**src/hw/rtl/tsws_pkg.sv**
```systemverilog
// ----------------------------------------------------------------------------
// tsws_pkg
// Shared widths, constants and register indexes of the timestamp window
// synchronizer.
// ----------------------------------------------------------------------------
`default_nettype none

package tsws_pkg;

  // Slot store geometry
  localparam int unsigned MaxStreams = 8;
  localparam int unsigned SlotW      = $clog2(MaxStreams);
  localparam int unsigned CountW     = 4;
  localparam int unsigned StampBits  = 48;
  localparam int unsigned HandleBits = 32;
  localparam int unsigned SeqBits    = 32;
  localparam int unsigned EntryW     = StampBits + HandleBits;

  // Stream channel layouts
  localparam int unsigned InDataW  = 88;   // 4 + 48 + 32, padded to bytes
  localparam int unsigned OutDataW = 120;  // 3 + 32 + 32 + 48, padded to bytes

  // Configuration port
  localparam int unsigned CfgIdxW  = 1;
  localparam int unsigned CfgDataW = 48;

  typedef enum logic [CfgIdxW-1:0] {
    CfgStreamCount = 1'b0,
    CfgSyncWindow  = 1'b1
  } cfg_reg_e;

  typedef logic [StampBits-1:0]  stamp_t;
  typedef logic [HandleBits-1:0] handle_t;
  typedef logic [SeqBits-1:0]    seq_t;
  typedef logic [SlotW-1:0]      slot_t;
  typedef logic [CountW-1:0]     count_t;

endpackage

`default_nettype wire

```
**src/hw/rtl/timestamp_window_synchronizer.sv**
```systemverilog
// ----------------------------------------------------------------------------
// timestamp_window_synchronizer
// Gathers one message per stream and emits a pack once all stamps fall
// inside the configured window.
// ----------------------------------------------------------------------------
// Usage:
//   Input stream (s_axis): one request per message, carrying stream index,
//   stamp and handle. A request for a stream at or above stream_count is
//   dropped. After a buffered request the block is ready again in the next
//   cycle unless every configured slot is now filled.
//   When all slots are filled, the slot memory is swept once (stream_count
//   reads, one per cycle, then the drain and window compare states).
//   If the spread is below sync_window, the slots are read again one at a
//   time and one result per stream goes out on m_axis, the last one flagged
//   by tlast. The throughput is set by the single read port of the slot
//   memory. A result stalled by m_axis_tready holds in the output register;
//   the read-out of the next result waits for it. The next input request is
//   taken while the final result of a pack is still waiting.
//   Reset clears all slot valid marks and the sequence, sets stream_count to
//   one and sync_window to zero. The user must write configuration only
//   when idle; the block itself does not enforce this.
// ----------------------------------------------------------------------------
`default_nettype none

module timestamp_window_synchronizer (
  input  wire                               clk_i,
  input  wire                               rst_ni,
  // Configuration write port
  input  wire                               cfg_we_i,
  input  wire  [tsws_pkg::CfgIdxW-1:0]      cfg_idx_i,
  input  wire  [tsws_pkg::CfgDataW-1:0]     cfg_data_i,
  // Input stream
  input  wire                               s_axis_tvalid,
  output logic                              s_axis_tready,
  // [3:0] stream_index, [51:4] stamp, [83:52] message_handle, zero pad
  input  wire  [tsws_pkg::InDataW-1:0]      s_axis_tdata,
  // Result stream
  output logic                              m_axis_tvalid,
  input  wire                               m_axis_tready,
  // [2:0] out_stream, [34:3] out_handle, [66:35] pack_sequence,
  // [114:67] pack_stamp, zero pad
  output logic [tsws_pkg::OutDataW-1:0]     m_axis_tdata,
  output logic                              m_axis_tlast   // pack_last
);

  import tsws_pkg::*;

  typedef enum logic [2:0] {
    StIdle,
    StScan,
    StDrain,
    StCheck,
    StRead,
    StSend
  } state_e;

  // Input field split
  logic [CountW-1:0] in_idx;
  stamp_t            in_stamp;
  handle_t           in_handle;

  assign in_idx    = s_axis_tdata[3:0];
  assign in_stamp  = s_axis_tdata[51:4];
  assign in_handle = s_axis_tdata[83:52];

  // Registers
  state_e                state_q;
  logic [MaxStreams-1:0] slot_valid_q;
  count_t                count_q;
  stamp_t                window_q;
  seq_t                  seq_q;
  slot_t                 ptr_q;
  stamp_t                min_q;
  stamp_t                max_q;
  logic                  scan_vld_q;
  logic                  out_valid_q;
  slot_t                 out_stream_q;
  handle_t               out_handle_q;
  seq_t                  out_seq_q;
  stamp_t                out_stamp_q;
  logic                  out_last_q;

  // Slot memory
  logic [EntryW-1:0] mem_q [MaxStreams];
  logic [EntryW-1:0] rd_data_q;
  logic              rd_en;
  stamp_t            rd_stamp;
  handle_t           rd_handle;

  // Control helpers
  logic                  in_acc;
  logic                  idx_ok;
  logic [MaxStreams-1:0] cnt_mask;
  logic [MaxStreams-1:0] valid_upd;
  logic                  all_valid;
  slot_t                 last_idx;
  stamp_t                spread;
  logic                  out_free;
  logic                  load_out;
  logic                  load_last;
  logic                  count_wr;
  count_t                cfg_count;

  assign s_axis_tready = (state_q == StIdle);
  assign in_acc        = s_axis_tvalid && s_axis_tready;
  assign idx_ok        = (in_idx < count_q);
  assign last_idx      = SlotW'(count_q - count_t'(1));
  assign rd_en         = (state_q == StScan) || (state_q == StRead);
  assign rd_stamp      = rd_data_q[EntryW-1:HandleBits];
  assign rd_handle     = rd_data_q[HandleBits-1:0];
  assign spread        = max_q - min_q;
  assign out_free      = !out_valid_q || m_axis_tready;
  assign count_wr      = cfg_we_i && (cfg_reg_e'(cfg_idx_i) == CfgStreamCount);
  assign load_out      = (state_q == StSend) && out_free && !count_wr;
  assign load_last     = load_out && (ptr_q == last_idx);

  // Slots in use and the valid marks after this request
  always_comb begin
    for (int i = 0; i < MaxStreams; i++) begin
      cnt_mask[i] = (count_t'(i) < count_q);
    end
    valid_upd = slot_valid_q;
    valid_upd[in_idx[SlotW-1:0]] = 1'b1;
    all_valid = &(valid_upd | ~cnt_mask);
  end

  // Stream count write: zero acts as one, large values saturate
  always_comb begin
    cfg_count = cfg_data_i[CountW-1:0];
    if (cfg_count == count_t'(0)) begin
      cfg_count = count_t'(1);
    end else if (cfg_count > count_t'(MaxStreams)) begin
      cfg_count = count_t'(MaxStreams);
    end
  end

  // Slot memory: one write port, one registered read port
  always_ff @(posedge clk_i) begin
    if (in_acc && idx_ok) begin
      mem_q[in_idx[SlotW-1:0]] <= {in_stamp, in_handle};
    end
    if (rd_en) begin
      rd_data_q <= mem_q[ptr_q];
    end
  end

  // Sequencer, accumulators and output register
  always_ff @(posedge clk_i or negedge rst_ni) begin
    if (!rst_ni) begin
      state_q      <= StIdle;
      slot_valid_q <= '0;
      count_q      <= count_t'(1);
      window_q     <= '0;
      seq_q        <= '0;
      ptr_q        <= '0;
      min_q        <= '0;
      max_q        <= '0;
      scan_vld_q   <= 1'b0;
      out_valid_q  <= 1'b0;
      out_stream_q <= '0;
      out_handle_q <= '0;
      out_seq_q    <= '0;
      out_stamp_q  <= '0;
      out_last_q   <= 1'b0;
    end else begin
      scan_vld_q <= (state_q == StScan);

      // Result taken and not replaced in the same cycle
      if (out_valid_q && m_axis_tready && !load_out) begin
        out_valid_q <= 1'b0;
      end

      // Min/max over stamps coming back from the sweep
      if (scan_vld_q) begin
        if (rd_stamp < min_q) min_q <= rd_stamp;
        if (rd_stamp > max_q) max_q <= rd_stamp;
      end

      // Stream count write restarts slots and sequence
      if (count_wr) begin
        count_q      <= cfg_count;
        slot_valid_q <= '0;
        seq_q        <= '0;
      end else begin
        unique case (state_q)
          StIdle: begin
            if (in_acc && idx_ok) begin
              slot_valid_q <= valid_upd;
              min_q        <= '1;
              max_q        <= '0;
              ptr_q        <= '0;
              if (all_valid) begin
                state_q <= StScan;
              end
            end
          end
          StScan: begin
            if (ptr_q == last_idx) begin
              ptr_q   <= '0;
              state_q <= StDrain;
            end else begin
              ptr_q <= ptr_q + slot_t'(1);
            end
          end
          StDrain: begin
            state_q <= StCheck;
          end
          StCheck: begin
            ptr_q   <= '0;
            state_q <= (spread < window_q) ? StRead : StIdle;
          end
          StRead: begin
            state_q <= StSend;
          end
          StSend: begin
            if (load_out) begin
              out_valid_q  <= 1'b1;
              out_stream_q <= ptr_q;
              out_handle_q <= rd_handle;
              out_seq_q    <= seq_q;
              out_stamp_q  <= min_q;
              out_last_q   <= load_last;
              if (load_last) begin
                slot_valid_q <= '0;
                seq_q        <= seq_q + seq_t'(1);
                state_q      <= StIdle;
              end else begin
                ptr_q   <= ptr_q + slot_t'(1);
                state_q <= StRead;
              end
            end
          end
          default: state_q <= StIdle;
        endcase
      end

      // Window write
      if (cfg_we_i && (cfg_reg_e'(cfg_idx_i) == CfgSyncWindow)) begin
        window_q <= cfg_data_i[StampBits-1:0];
      end
    end
  end

  // Output packing
  assign m_axis_tvalid = out_valid_q;
  assign m_axis_tlast  = out_last_q;
  assign m_axis_tdata  = {5'b0, out_stamp_q, out_seq_q, out_handle_q, out_stream_q};

  // Checks
  default disable iff (!rst_ni);

  // A finished pack leaves no slot marked valid
  a_pack_clears: assert property (@(posedge clk_i) load_last |=> slot_valid_q == '0)
    else $error("slots still valid after pack");

  // The sweep always sees at least one stamp before the compare
  a_min_le_max: assert property (@(posedge clk_i) (state_q == StCheck) |-> min_q <= max_q)
    else $error("stamp min above max at window check");

  // Each pack advances the sequence by one unless a count write resets it
  a_seq_step: assert property (@(posedge clk_i)
      (load_last && !(cfg_we_i && cfg_idx_i == CfgStreamCount))
      |=> seq_q == $past(seq_q) + seq_t'(1))
    else $error("sequence did not advance after pack");

  // Stamps are only accumulated in the cycle after a sweep read
  a_scan_read: assert property (@(posedge clk_i) scan_vld_q |-> $past(state_q == StScan))
    else $error("stamp accumulated without a sweep read");

endmodule

`default_nettype wire

```
**config.mk**
```make
export PLATFORM = sky130hd
export DESIGN_NAME = timestamp_window_synchronizer
export DESIGN_NICKNAME = d
export VERILOG_FILES = /design/src/hw/rtl/tsws_pkg.sv /design/src/hw/rtl/timestamp_window_synchronizer.sv
export SDC_FILE = /design/constraint.sdc
export NUM_CORES = 1
export LEC_CHECK = 0
export BUFFER_PORTS_ARGS = -buffer_cell sky130_fd_sc_hd__buf_2
export CORE_MARGIN = 2
export CORE_UTILIZATION = 61
export CTS_CLUSTER_SIZE = 14
export DETAILED_ROUTE_END_ITERATION = 7
export PLACE_DENSITY_LB_ADDON = 0.25
export SYNTH_ARGS = -nofsm -noshare
export SYNTH_HDL_FRONTEND = slang
export SYNTH_SLANG_ARGS = --single-unit
```
**constraint.sdc**
```tcl
create_clock -name clk_i -period 10.9 [get_ports clk_i]
set_clock_uncertainty 0.1 [all_clocks]
set_input_delay 1.635 -clock clk_i [delete_from_list [all_inputs] [get_ports clk_i]]
set_output_delay 1.635 -clock clk_i [all_outputs]
set_load 0.05 [all_outputs]
```
### Word level (Yosys, flattened, before mapping)

Memories as Yosys holds them, arrays and structs flattened. A register that Yosys moved wholly into a read port is not among the register bits.
Index checks and enable logic that the tools add are counted.

| word-level totals | value |
|---|---|
| bits in registers | 312 |
| output and inout port bits | 123 |
| bits in writable memories | 640 |
| word-level logic and storage cells | 123 |
| memories | 1 |
| input port bits | 142 |

| cells by class | value |
|---|---|
| reduce and logical (&&, ||, !) cells | 28 |
| magnitude comparators | 15 |
| equality and inequality tests | 14 |
| add/sub/neg operators | 4 |
| bitwise operators | 5 |
| muxes and demuxes | 41 |

Memories:

| memory | depth | bits a word | rd ports | clocked after Yosys merged registers in | wr ports | RTL line | source |
|---|---|---|---|---|---|---|---|
| mem_q | 8 | 80 | 1 | 1 | 1 | timestamp_window_synchronizer.sv:84 | `logic [EntryW-1:0] mem_q [MaxStreams];` |

Operators with widths:

| kind | count |
|---|---|
| 48-bit 2-to-1 mux | 10 |
| 32-bit 2-to-1 mux | 4 |
| 48-bit less-than comparator | 2 |
| 48-bit greater-than comparator | 1 |
| 48-bit subtractor | 1 |
| 32-bit by 1-bit adder with 32-bit output (second input constant) | 1 |
| 8-bit 2-to-1 mux | 4 |
| 3-bit 2-to-1 mux | 10 |
| 3-bit one-hot mux with 6 select lines | 1 |
| 3-bit by 4-bit less-than comparator with 1-bit output (first input constant) | 4 |
| 8-bit OR | 2 |
| 8-bit one-hot mux with 2 select lines | 1 |
| 3-bit one-hot mux with 4 select lines | 1 |
| 1-bit logical AND | 10 |
| 5-bit AND reduction | 2 |
| 1-bit by 4-bit less-than comparator with 1-bit output (first input constant) | 2 |
| 2-bit by 4-bit less-than comparator with 1-bit output (first input constant) | 2 |
| 4-bit 2-to-1 mux | 2 |
| 8-bit NOT | 1 |
| 8-bit AND reduction | 1 |
| 1-bit 2-to-1 mux | 7 |
| 3-bit by 2-bit equality test with 1-bit output (second input constant) | 2 |
| 3-bit equality test (second input constant) | 2 |
| 2-bit by 1-bit inequality test with 1-bit output (second input constant) | 3 |
| 22 further kinds | 31 |

### Longest topological paths before layout

| depth | value |
|---|---|
| depth in word-level cells | 10 |
| mapped depth | 21 |
| mapped depth without buffers | 21 |

### Worst setup path after synthesis

Ideal clock, no wire load.

| path | value |
|---|---|
| path kind | input port to flip-flop |
| from | in s_axis_tdata[1] (netlist name) |
| to | mem mem_q[0][0] (netlist name), enable pin |
| data required time | 10.184 ns |
| slack | 2.022 ns |
| stages | 6 |
| library setup time | 0.616 ns |
| buffers on the path | 0 |
| arrival time | 8.162 ns |
| cells stage by stage | ha_1 a21oi_1 o2111ai_1 nor4_1 nand2b_1 nor3_1 |

| on the way | value |
|---|---|
| word-level cells in the longest chain between the ends | 4 |

Ends and longest elaborated chain:

| item | RTL line | source |
|---|---|---|
| start, declared | timestamp_window_synchronizer.sv:36 | `input wire [tsws_pkg::InDataW-1:0] s_axis_tdata,` |
| 4-bit less-than comparator | timestamp_window_synchronizer.sv:106 | `assign idx_ok = (in_idx < count_q);` |
| 1-bit logical AND | timestamp_window_synchronizer.sv:139 | `if (in_acc && idx_ok) begin` |
| 1-bit 2-to-1 mux | timestamp_window_synchronizer.sv:139 |  |
| 1-bit 2-to-1 mux (implied by the code) | timestamp_window_synchronizer.sv:140 | `mem_q[in_idx[SlotW-1:0]] <= {in_stamp, in_handle};` |
| end, declared | timestamp_window_synchronizer.sv:84 |  |

Parallel ways exist; a longest one is shown, timed or not.

### Worst setup path after layout

| path | value |
|---|---|
| from | reg max_q[0] |
| to | reg state_q[2] |

| on the way | value |
|---|---|
| word-level cells in the longest chain between the ends | 4 |

Ends and longest elaborated chain:

| item | RTL line | source |
|---|---|---|
| start, declared | timestamp_window_synchronizer.sv:74 | `stamp_t max_q;` |
| start signal, assigned | timestamp_window_synchronizer.sv:176 | `if (rd_stamp > max_q) max_q <= rd_stamp;` |
| 48-bit subtractor | timestamp_window_synchronizer.sv:111 | `assign spread = max_q - min_q;` |
| 48-bit less-than comparator | timestamp_window_synchronizer.sv:210 | `state_q <= (spread < window_q) ? StRead : StIdle;` |
| 3-bit 2-to-1 mux | timestamp_window_synchronizer.sv:210 |  |
| 3-bit one-hot mux with 6 select lines | timestamp_window_synchronizer.sv:185 | `unique case (state_q)` |
| end signal, assigned | timestamp_window_synchronizer.sv:193 | `state_q <= StScan;` |
| end signal, assigned | timestamp_window_synchronizer.sv:210 |  |
| end signal, assigned | timestamp_window_synchronizer.sv:213 | `state_q <= StSend;` |
| end, declared | timestamp_window_synchronizer.sv:67 | `state_e state_q;` |

Every way passes these cells.
A chain may end at the register's enable or synchronous reset.

==> results.md <==
* DP HPWL at around 65 mm
* 1st-iter DRT viols at 2,092
* Row count at 100
* Die area at between 0.07 and 0.08 mm²
* Critical path's most frequent cell: nor2_1
* Post-CTS resize count at 0
* Final nets at between 3,000 and 4,000
* Total gr overflow at 0
* Hold buffer count at cts at 0
* Root buffer cell: clkbuf_16
* Port bufs at ~260
* Count leader, synth: edfxtp_1
* Clk sinks at between 1,000 and 1,500
* Total track usage at approximately 27%
* Die Ht at 278.2 µm
* CTS tree: done
* Worst path max stage delay at approximately 900 ps
* Clock latency on the worst-skew pair at approximately 680 ps
* Crit path capture type: flip-flop
* Vias in the first global route at between 20,000 and 30,000
* Crit share post-route at 51.35%
* Period minus WS final at around 5600 ps
* Area Overhead vs Synth at 12.71%
* DRC at 0
* Unrepaired setup endpoints after global routing: no
* First-pass DRT Iterations at 6
* Register bit count reported by yosys at 1,032
* VDD IR-drop max at 166.7 µV
* Starting Density at 61.60%
* Reg2reg setup slack at 5300 ps
* Register area share after synthesis at approximately 64%
* Mean Syn Cell Area at ~16 µm²
* First-pass GRT wire length at approximately 160 mm
* Critical Path AT at a little over 6000 ps
* Die width at 278.2 µm
* Placed insts at 4,046
* Initial antenna violation count at 24
* Status: completed
* Via count at 26,460
* Actual slew at the worst max-slew pin at between 1000 and 1500 ps
* Area leader, netlist: edfxtp_1
* EDFF count, synth at 720
* Final Hold Fails at 0
* Final ANT Viol Nets at 0
* Setup CP Type: reg -> reg
* Pin count of the biggest net entering global routing at between 150 and 200
* Slew Viols, Final at 0
* # IOs at roughly 270
* Pwr Density at 272.1 mW/mm²
* Clock slew at reported path FFs at 60 ps
* CP required at about 11,000 ps
* Crit start category: flip-flop
* Mapped cell area at approximately 0.046 mm²
* Fmax at between 150 and 200 MHz
* Core Box Area at ~0.074 mm²
* H-tree levels at 3
* Cell count after synthesis at just under 3,000
* Most used flip-flop cell after synthesis: edfxtp_1
* Setup violators final at 0
* Unique masters post-synth at 75
* Fin cells at about 4,200
* Total CTS buffers at a little over 100
* Async S/R FF share, synth at a little under a third
* Via density at roughly 6.2
* Hold Crit Class: reg -> reg
* Synth Warn # at 0
* Leakage at between 20 and 25 nW
* Most frequent cells after synthesis: edfxtp_1, dfrtp_1, mux2_2
* Synth top area cells: edfxtp_1, dfrtp_1, mux4_2
* Yosys top cell area share at 47.15%
* Tot Pwr at 0.01406 W
* TNS Setup at 0 ps
* Clock Tree Buf Depth at 3
* Placer Congestion at roughly 0.90
* Crit-path max FO at 6
* Avg WL per Cell at approximately 25 µm
* Layout cells sized above 1 at between 20 and 30%
* CP max-delay cell: a2111oi_0
* Max Cap Viol at 0
* Hold slack at 379.1 ps
* Cells along the critical path: inv_1, ha_1, inv_1, fa_1, a211oi_1, nor2_1, o22a_1, o2111ai_1, a21oi_1, a2111oi_0, nor2_1, xor2_1, ha_1, nand4_1, or4_1, nor2_1, a211o_1, o22ai_1
* Postcts setup bufs at 0
* Relative slew slack at a little under a third
* Routed WL at approximately 100 mm
-- per-layer routing --
metal  wire, µm  GRT usage [%]
met1      43210          37.63
met2      51120          45.67
met3       7124          4.970
met4       2690          7.775
met5         92              0
-- power by group --
part / total, W / switching, W / internal [W]
Sequential: 0.00515 / 0.000416 / 0.00473
Clock: 0.00359 / 0.00150 / 0.00209
Combinational: 0.00532 / 0.00311 / 0.00221
-- stage by stage --
step | area [µm²] | util (%) | setup slack (ps)
global route | 51670 | 69.41 | 5006
finish | 51690 | 69.43 | 5303
detailed placement | 48180 | 64.72 | 5028
global placement | 48180 | 64.72 | 5029
CTS | 51660 | 69.39 | 5237
floorplan | 45870 | - | 2022
-- registers in the layout, indices dropped and copies added, names as in the netlist, 4 cells and up --
signal / flops
count_q: 4
max_q: 48
mem_q: 640
min_q: 48
out_handle_q: 32
out_seq_q: 32
out_stamp_q: 48
rd_data_q: 80
seq_q: 32
slot_valid_q: 8
window_q: 48
-- path summary, 6_finish.rpt --
path | endpoint | from | cells after the start
worst max-delay path | state_q[2] | max_q[0] | 18
worst min-delay path | out_handle_q[0] | rd_data_q[0] | 1
worst max register to register | state_q[2] | max_q[0] | 18
worst min register to register | out_handle_q[0] | rd_data_q[0] | 1
max in group asynchronous | ptr_q[1] | rst_ni | 3
min in group asynchronous | window_q[22] | rst_ni | 1
-- critical path: cells and delay by family, from the launching register on --
kind / cells / cell delay (ps)
simple gates: 5 / 1170
xor+xnor: 1 / 190
buf+inv: 2 / 120
flops: 1 / 400
compound gates: 7 / 2620
fa+ha+maj: 3 / 880
-- cell usage in the layout (no fill, tap or decap), types with 17 or more instances in the layout --
master and instances:
nor2_1 128, nor2b_1 17, a21oi_1 106, buf_4 37, and3_1 18, edfxtp_1 720, ha_1 197, nand4_1 47
buf_2 254, xnor2_1 31, nand3_1 38, clkinv_2 17, dfrtp_1 308, clkbuf_1 19, nand2b_1 20, mux2i_1 51
clkbuf_16 102, inv_1 169, nor3_1 18, a21o_1 67, o211ai_2 30, nand2_1 79, o211ai_1 28, o21ai_0 54
xor2_1 37, mux4_2 160, o2111ai_1 54, mux2_2 244
-- area by class of cell --
cell class | instances | area, µm²
fill | 4780 | 22760
multi-input combinational | 1583 | 15310
antenna | 11 | 27.53
clock inverter | 60 | 716.9
tap | 969 | 1212
timing repair buffer | 293 | 1584
clock buffer | 131 | 2761
inverter | 169 | 634.4
sequential | 1032 | 29440
-- cells by family after synthesis --
| logic type | count (synthesis) | share of synthesized area, % |
|---|---|---|
| AO/OA/AOI/OAI | 434 | 6.835 |
| flip-flops | 1032 | 64.18 |
| adder cells (fa/ha/maj) | 198 | 5.419 |
| buffers and inverters | 310 | 2.693 |
| XOR/XNOR | 69 | 1.348 |
| AND/OR/NAND/NOR | 422 | 4.557 |
| other | 1 | 0.008178 |
| multiplexers | 455 | 14.96 |
Power figures use the tool's default switching activity.
